[src/rtl/bps_pkg.sv]
// bps_pkg: shared types, codes and widths for the bilinear pixel sampler
// no dependencies
package bps_pkg;

    typedef enum logic [1:0] {
        FUNC_WRITE   = 2'd0,
        FUNC_NEAREST = 2'd1,
        FUNC_BILIN   = 2'd2,
        FUNC_NONE    = 2'd3
    } func_t;

    localparam logic [1:0] REG_WIDTH    = 2'd0;
    localparam logic [1:0] REG_HEIGHT   = 2'd1;
    localparam logic [1:0] REG_FALLBACK = 2'd2;

    localparam int COORD_W = 17;
    localparam int SIDE_W  = 9;
    localparam int PIX_W   = 32;

endpackage

[src/rtl/bps_blend.sv]
// bps_blend: registered per-channel linear mix of two rgba pixels
// depends on bps_pkg
module bps_blend import bps_pkg::*; #(
    parameter int FRAC_BITS = 8
) (
    input  logic                 aclk,
    input  logic                 en,
    input  logic [PIX_W-1:0]     pix_a,
    input  logic [PIX_W-1:0]     pix_b,
    input  logic [FRAC_BITS-1:0] frac,
    output logic [PIX_W-1:0]     pix_out
);
    localparam int PROD_W = 8 + FRAC_BITS + 1;

    logic [PIX_W-1:0] mix_next;
    logic [PIX_W-1:0] mix_reg;

    always_comb begin
        logic [FRAC_BITS:0] wa;
        logic [PROD_W-1:0]  sum;
        wa = (FRAC_BITS+1)'(1) << FRAC_BITS;
        wa = wa - {1'b0, frac};
        mix_next = '0;
        for (int c = 0; c < 4; c++) begin
            sum = PROD_W'(pix_a[c*8 +: 8]) * PROD_W'(wa)
                + PROD_W'(pix_b[c*8 +: 8]) * PROD_W'(frac);
            mix_next[c*8 +: 8] = sum[FRAC_BITS +: 8];
        end
    end

    always_ff @(posedge aclk) begin
        if (en) begin
            mix_reg <= mix_next;
        end
    end

    assign pix_out = mix_reg;
endmodule

[config.mk]
export PLATFORM = sky130hd
export DESIGN_NAME = bps_blend
export DESIGN_NICKNAME = d
export VERILOG_FILES = /design/src/rtl/bps_pkg.sv /design/src/rtl/bps_blend.sv
export SDC_FILE = /design/constraint.sdc
export NUM_CORES = 1
export LEC_CHECK = 0
export BUFFER_PORTS_ARGS = -buffer_cell sky130_fd_sc_hd__buf_4
export CAP_MARGIN = 30
export CORE_UTILIZATION = 55
export DETAILED_ROUTE_END_ITERATION = 12
export PLACE_DENSITY = 0.78
export SYNTH_ARGS = -nofsm -noshare
export SYNTH_HDL_FRONTEND = slang
export SYNTH_SLANG_ARGS = --single-unit
[constraint.sdc]
create_clock -name aclk -period 7.6 [get_ports aclk]
set_input_delay 1.52 -clock aclk [delete_from_list [all_inputs] [get_ports aclk]]
set_output_delay 1.52 -clock aclk [all_outputs]
set_load 0.01 [all_outputs]
==> results of run 1 <==
==> worst max-delay path: cells and delay by family <==
kind,cells,cell delay (ps)
simple gates,6,1000
fa+ha+maj,7,3370
buf+inv,5,420
xor+xnor,2,320
compound gates,3,780
==> kinds of logic (layout without fill, tap and decap cells) <==
logic type | after synthesis | after routing | share of synthesized area, %
AOI/OAI and AO/OA | 72 | 72 | 2.769
DFF | 32 | 32 | 5.224
xor gates and xnor gates | 63 | 63 | 3.000
adders and majority gates | 641 | 641 | 59.93
buffers and inverters | 614 | 705 | 12.59
and+or+nand+nor | 577 | 577 | 16.49
==> Yosys cell counts (5+ instances only) <==
| library cell | instances | area share (%) |
|---|---|---|
| ha_1 | 241 | 16 |
| nor2_1 | 8 | 0.16 |
| nand3_1 | 5 | 0.14 |
| fa_1 | 400 | 44 |
| edfxtp_1 | 32 | 5.2 |
| buf_1 | 9 | 0.18 |
| xnor2_1 | 47 | 2.2 |
| xor2_1 | 16 | 0.76 |
| o21ai_0 | 11 | 0.30 |
| clkbuf_1 | 63 | 1.3 |
| a31oi_1 | 7 | 0.24 |
| a21oi_1 | 19 | 0.52 |
| a21o_1 | 11 | 0.45 |
| inv_1 | 538 | 11 |
| and2_1 | 314 | 11 |
| nand2_1 | 225 | 4.6 |
==> area by class of cell <==
class / count / area [um^2] / area share (%)
Multi-Input combinational cell: 1353 / 15200 / 75.32
Inverter: 538 / 2019 / 10.01
Timing Repair Buffer: 162 / 1321 / 6.548
Sequential cell: 32 / 960.9 / 4.762
Tap cell: 442 / 553.0 / 2.741
Clock buffer: 5 / 125.1 / 0.6201
==> layer usage <==
metal / up-vias / share of wire (%) / global-route usage, %
li1: 5993 / - / -
met1: 6776 / 39 / 32.47
met2: 452 / 51 / 46.44
met3: 105 / 5.9 / 2.930
met4: 0 / 4.1 / 11.17
met5: - / 0 / 0
==> worst max path at each step <==
stage | from | end | slack (ps)
final | frac[3] | pix_out[29] | 230
after global routing | frac[3] | pix_out[23] | -20
after CTS | frac[3] | pix_out[23] | 100
after detailed placement | frac[3] | pix_out[23] | -210
after global placement | frac[3] | pix_out[23] | 30
after floorplan | frac[3] | pix_out[6] | 50
==> power groups by stage <==
stage	Combinational [mW]	Sequential, mW	Clock (mW)
CTS	7.86	0.705	0.199
global route	8.98	0.711	0.202
floorplan	5.62	0.747	0
global placement	7.45	0.708	0
detailed placement	7.81	0.705	0
finish	7.83	0.702	0.191
==> repair_timing <==
action / in CTS / in global routing
endpoints found under the setup margin: 0 / 9
buffers inserted: 0 / 4
resized for setup: 0 / 8
==> stage by stage <==
stage,instance area [um^2],hold WS [ps]
2_1_floorplan,18390,1633
3_3_place_gp,19980,1932
3_5_place_dp,19980,1931
4_1_cts,20100,1728
5_1_grt,20180,1744
6_report,20180,1724
==> reports/qor.yml, run 1 <==
outcome:
  status: "finished clean"
floorplanning:
  core_um2: 32700
  initial_utilization_pct: 56.25
  die_area_um2: 34180
  die_w_um: 184.9
  num_rows: 66
  die_h_um: 184.9
  io_pins: 106
hold_path:
  holdPathStages: 1
  hold_class: "primary input to flip-flop"
  min_from: "en"
  min_to: "pix_out[31]"
layout:
  final_core_util_pct: 61.70
  syn2layout_area_growth_pct: 9.700
  final_cell_mix: "inv_1 (538), fa_1 (400), and2_1 (314)"
  antenna_cells: 0
  fin_cells: 2532
  largest_reg_flops: 32
  fin_nets: 2807
  final_common_cell: "inv_1"
  post_route_cells_drive_above_1_share_pct: 9.187
  fillers: 2804
sta:
  finalSetupTns_ps: 0
  rsz0062_at_grt: "yes"
  relSlewSlack_pct: 55.84
  fin_crit_sh_pct: 97.00
  hold_viol_final: 0
  min_period_ps: 7372
  finalMaxSlewViolations: 0
  fin_ws_ps: 228.1
  worst_slew_pin_slew_ps: 659.2
  finalSetupViolCount: 0
  fmax_mhz: 135.6
clock_tree:
  hold_buffers: 0
  clk_pin_slew_ps: 50
  clockRootBuffer: "clkbuf_16"
  clock_tree.buffer_depth: 2
  numClockSinks: 32
  cts_tree: "built"
  cts-buffers-inserted: 5
  htreeDepth: 2
placed_design:
  place_inst: 2522
  routabilityCongestion: 0.8774
  dp_hpwl_um: 34550
  dpl_worst_slack_ps: -211.6
  placement.io_buffers: 105
setup_path:
  cp-end-kind: "flip-flop"
  cp-start-kind: "primary input"
  worstPathRequired_ps: 7650
  crit_arrival_ps: 7420
  cp_slowest_cell: "fa_1"
  path_max_fanout: 5
  critPathMaxStageDelay_ps: 550
  worstPathCellList: "buf_4 -> nor2_2 -> nand3_1 -> nor4_1 -> buf_4 -> xnor2_2 -> nand2_1 -> fa_1 -> fa_1 -> inv_1 -> fa_1 -> fa_1 -> fa_1 -> inv_1 -> fa_1 -> inv_1 -> ha_1 -> a21oi_1 -> nand2_1 -> and3_1 -> a221o_1 -> a31oi_1 -> xnor2_1"
  crit_top_cell: "fa_1"
  path_class: "primary input to flip-flop"
drt:
  drt_iter0_drc: 740
  vias_per_cell: 5.263
  wl_per_cell_um: 16.20
  ant_nets: 0
  drc: 0
  vias: 13330
  wl_um: 41030
  firstDrtPassIters: 5
logic_synthesis:
  synthCells: 1999
  synth.distinct_cells: 46
  synth_edf_count: 32
  ys_warn_count: 0
  synthArstFlopShare_pct: 0
  avgSynthCellArea_um2: 9.202
  ys_seq_area_share_pct: 5.224
  synthFlopType: "edfxtp_1"
  synth.ff_latch_count: 32
  synthesis.area_um2: 18390
  syn-num-nets: 2714
global_routing:
  grt_first_pass_wirelength_um: 69770
  gr-usage-all-layers_pct: 26.25
  grt.overflow.total: 0
  grt_max_degree: 61
  grt_pass1_vias: 14740
  antenna_found_initial: 0
power:
  p_leak_nw: 10.60
  total_power_mw: 8.725
  switching_share_pct: 48.23
  ir_drop_mv: 0.4010
  internal_power_mw: 4.517
  pwr-share-comb_pct: 89.8
  pwr-share-clk_pct: 2.2
  switching_power_mw: 4.207
  power_density_nw_per_um2: 432.4
  p_seq_share_pct: 8.0
flow_run:
  cap_violations: 0
Note: power is estimated with default switching activity, not from simulation.
==> run 2, diff against run 1 <==
--- a/config.mk
+++ b/config.mk
@@ -5,11 +5,12 @@
 export SDC_FILE = /design/constraint.sdc
 export NUM_CORES = 1
 export LEC_CHECK = 0
-export BUFFER_PORTS_ARGS = -buffer_cell sky130_fd_sc_hd__buf_4
 export CAP_MARGIN = 30
 export CORE_UTILIZATION = 55
 export DETAILED_ROUTE_END_ITERATION = 12
-export PLACE_DENSITY = 0.78
+export DONT_BUFFER_PORTS = 1
+export PLACE_DENSITY = 0.75
+export RECOVER_POWER = 50
 export SYNTH_ARGS = -nofsm -noshare
 export SYNTH_HDL_FRONTEND = slang
 export SYNTH_SLANG_ARGS = --single-unit
==> run 2 against run 1 <==
  * Non-clock buffer count fell by 143
  * Largest power group unchanged
  * First-iteration DRC count decreased by 21%
  * Critical endpoint unchanged
  * Final cell count decreased by 5.6%
  * Global-route usage decreased by 0.42 points
  * Worst setup slack gained 150 ps
  * Combinational power down 11%
  * Sequential cell count stayed put
  * Highest routed layer unchanged
  * Wire length down 3.3%
  * Largest cell class unchanged
  * Design area down 5.7%
  * Clock power about the same
==> reports/qor.yml, run 2 (synthesized netlist as in run 1, its figures left out) <==
floorplanning:
  initial_utilization_pct: 56.25  # unchanged
  io_pins: 106  # unchanged
  core_um2: 32700  # unchanged
  die_w_um: 184.9  # unchanged
  die_h_um: 184.9  # unchanged
  num_rows: 66  # unchanged
  die_area_um2: 34180  # unchanged
power:
  internal_power_mw: 3.950  # was 4.517 mW
  switching_share_pct: 49.95  # was 48.23%
  pwr-share-comb_pct: 87.9  # was 89.8%
  ir_drop_mv: 0.4856  # was 0.4010 mV
  power_density_nw_per_um2: 414.5  # was 432.4 nW/um^2
  switching_power_mw: 3.942  # was 4.207 mW
  p_seq_share_pct: 9.7  # was 8.0%
  p_leak_nw: 9.890  # was 10.60 nW
  pwr-share-clk_pct: 2.4  # was 2.2%
setup_path:
  cp-start-kind: "primary input"  # unchanged
  cp-end-kind: "flip-flop"  # unchanged
  crit_arrival_ps: 7270  # was 7420 ps
  path_class: "primary input to flip-flop"  # unchanged
  worstPathRequired_ps: 7650  # about the same
  path_max_fanout: 62  # was 5
sta:
  fin_ws_ps: 382.2  # was 228.1 ps
  finalSetupTns_ps: 0  # unchanged
  min_period_ps: 7218  # was 7372 ps
  hold_ws_ps: 1334  # was 1724 ps
  relSlewSlack_pct: 64.20  # was 55.84%
  rsz0062_at_grt: "no"  # was yes
  finalSetupViolCount: 0  # unchanged
  fmax_mhz: 138.5  # was 135.6 MHz
  hold_viol_final: 0  # unchanged
  fin_crit_sh_pct: 94.97  # was 97.00%
  finalMaxSlewViolations: 0  # unchanged
  worst_slew_pin_slew_ps: 537.0  # was 659.2 ps
placed_design:
  placement.io_buffers: 0  # was 105
  routabilityCongestion: 0.8603  # was 0.8774
  place_inst: 2384  # was 2522
  dp_hpwl_um: 33640  # was 34550 um
  dpl_worst_slack_ps: 5.168  # was -211.6 ps
  placed_area_um2: 18910  # was 19980 um^2
layout:
  final_common_cell: "inv_1"  # unchanged
  final_cell_mix: "inv_1 (538), fa_1 (400), and2_1 (314)"  # unchanged
  fin_nets: 2664  # was 2807
  largest_reg_flops: 32  # unchanged
  antenna_cells: 0  # unchanged
  syn2layout_area_growth_pct: 3.496  # was 9.700%
  multi_input_area_um2: 15170  # was 15200 um^2
  ff_latch_area_um2: 960.9  # unchanged
  stdcell_area_um2: 19040  # was 20180 um^2
  fillers: 2902  # was 2804
  fin_cells: 2389  # was 2532
  post_route_cells_drive_above_1_share_pct: 2.363  # was 9.187%
hold_path:
  hold_class: "primary input to flip-flop"  # unchanged
  min_to: "pix_out[31]"  # unchanged
  holdPathStages: 0  # was 1
  min_from: "en"  # unchanged
drt:
  firstDrtPassIters: 5  # unchanged
  drc: 0  # unchanged
  ant_nets: 0  # unchanged
  vias_per_cell: 5.275  # was 5.263
  vias: 12600  # was 13330
  wl_um: 39690  # was 41030 um
  drt_iter0_drc: 588  # was 740
  wl_per_cell_um: 16.61  # was 16.20 um
global_routing:
  gr-usage-all-layers_pct: 25.83  # was 26.25%
  grt_first_pass_wirelength_um: 68670  # was 69770 um
  grt.overflow.total: 0  # unchanged
  antenna_found_initial: 0  # unchanged
  grt_pass1_vias: 14270  # was 14740
  grt_max_degree: 63  # was 61
clock_tree:
  cts-buffers-inserted: 5  # unchanged
  htreeDepth: 2  # unchanged
  cts_tree: "built"  # unchanged
  clockRootBuffer: "clkbuf_16"  # unchanged
  clk_pin_slew_ps: 50  # about the same
  hold_buffers: 0  # unchanged
  clock_tree.buffer_depth: 2  # unchanged
  numClockSinks: 32  # unchanged
outcome:
  status: "finished clean"  # unchanged
flow_run:
  cap_violations: 0  # unchanged
## run 2: final cells by class
cell class                      instances  area share [%]
Clock buffer                            5          0.6572
Inverter                              538           10.61
Multi-Input combinational cell       1353           79.70
Sequential cell                        32           5.048
Tap cell                              442           2.905
Timing Repair Buffer                   19           1.078
## run 2: worst max path at each step
stage,cells after the start,startpoint,end
after floorplan,23,frac[3],pix_out[6]
after global placement,22,frac[3],pix_out[23]
after detailed placement,22,frac[3],pix_out[23]
after CTS,22,frac[3],pix_out[23]
after global routing,22,frac[3],pix_out[23]
final,22,frac[0],pix_out[29]
## run 2: routing by layer
metal	GRT usage (%)	up-vias	part of all wire, %
li1	-	5701	-
met2	47.11	306	53
met4	7.273	0	2.3
met5	0	-	0
met1	31.17	6537	39
met3	4.404	57	5.8
## run 2: critical path, cell delays in order
cell and delay, ps:
inv_1 70, ha_1 240, nand3_1 180, xor2_2 230, buf_4 270, nand2_1 110
fa_1 500, fa_1 560, inv_1 50, fa_1 480, fa_1 500, fa_1 480
inv_1 50, fa_1 480, inv_1 50, ha_1 310, a21oi_1 150, nand2_1 90
and3_1 190, a221o_1 390, a31oi_1 240, xnor2_1 80
## run 2: timing repair
item                       CTS  global route
buffers inserted             0             0
setup endpoints to repair    0             1
gates resized for setup      0             1
## run 2: metrics by stage
stage | utilization [%] | total power [mW]
floorplan | - | 6.369
global placement | 57.81 | 7.433
detailed placement | 57.81 | 7.740
CTS | 58.20 | 7.992
global route | 58.21 | 9.067
finish | 58.21 | 7.892
## run 2: power by group through the flow
| stage | Clock [mW] | Combinational [mW] | Sequential [mW] |
|---|---|---|---|
| finish | 0.191 | 6.93 | 0.767 |
| global route | 0.206 | 8.08 | 0.779 |
| CTS | 0.198 | 7.02 | 0.774 |
| detailed placement | 0 | 6.97 | 0.775 |
| global placement | 0 | 6.65 | 0.778 |
| floorplan | 0 | 5.62 | 0.747 |
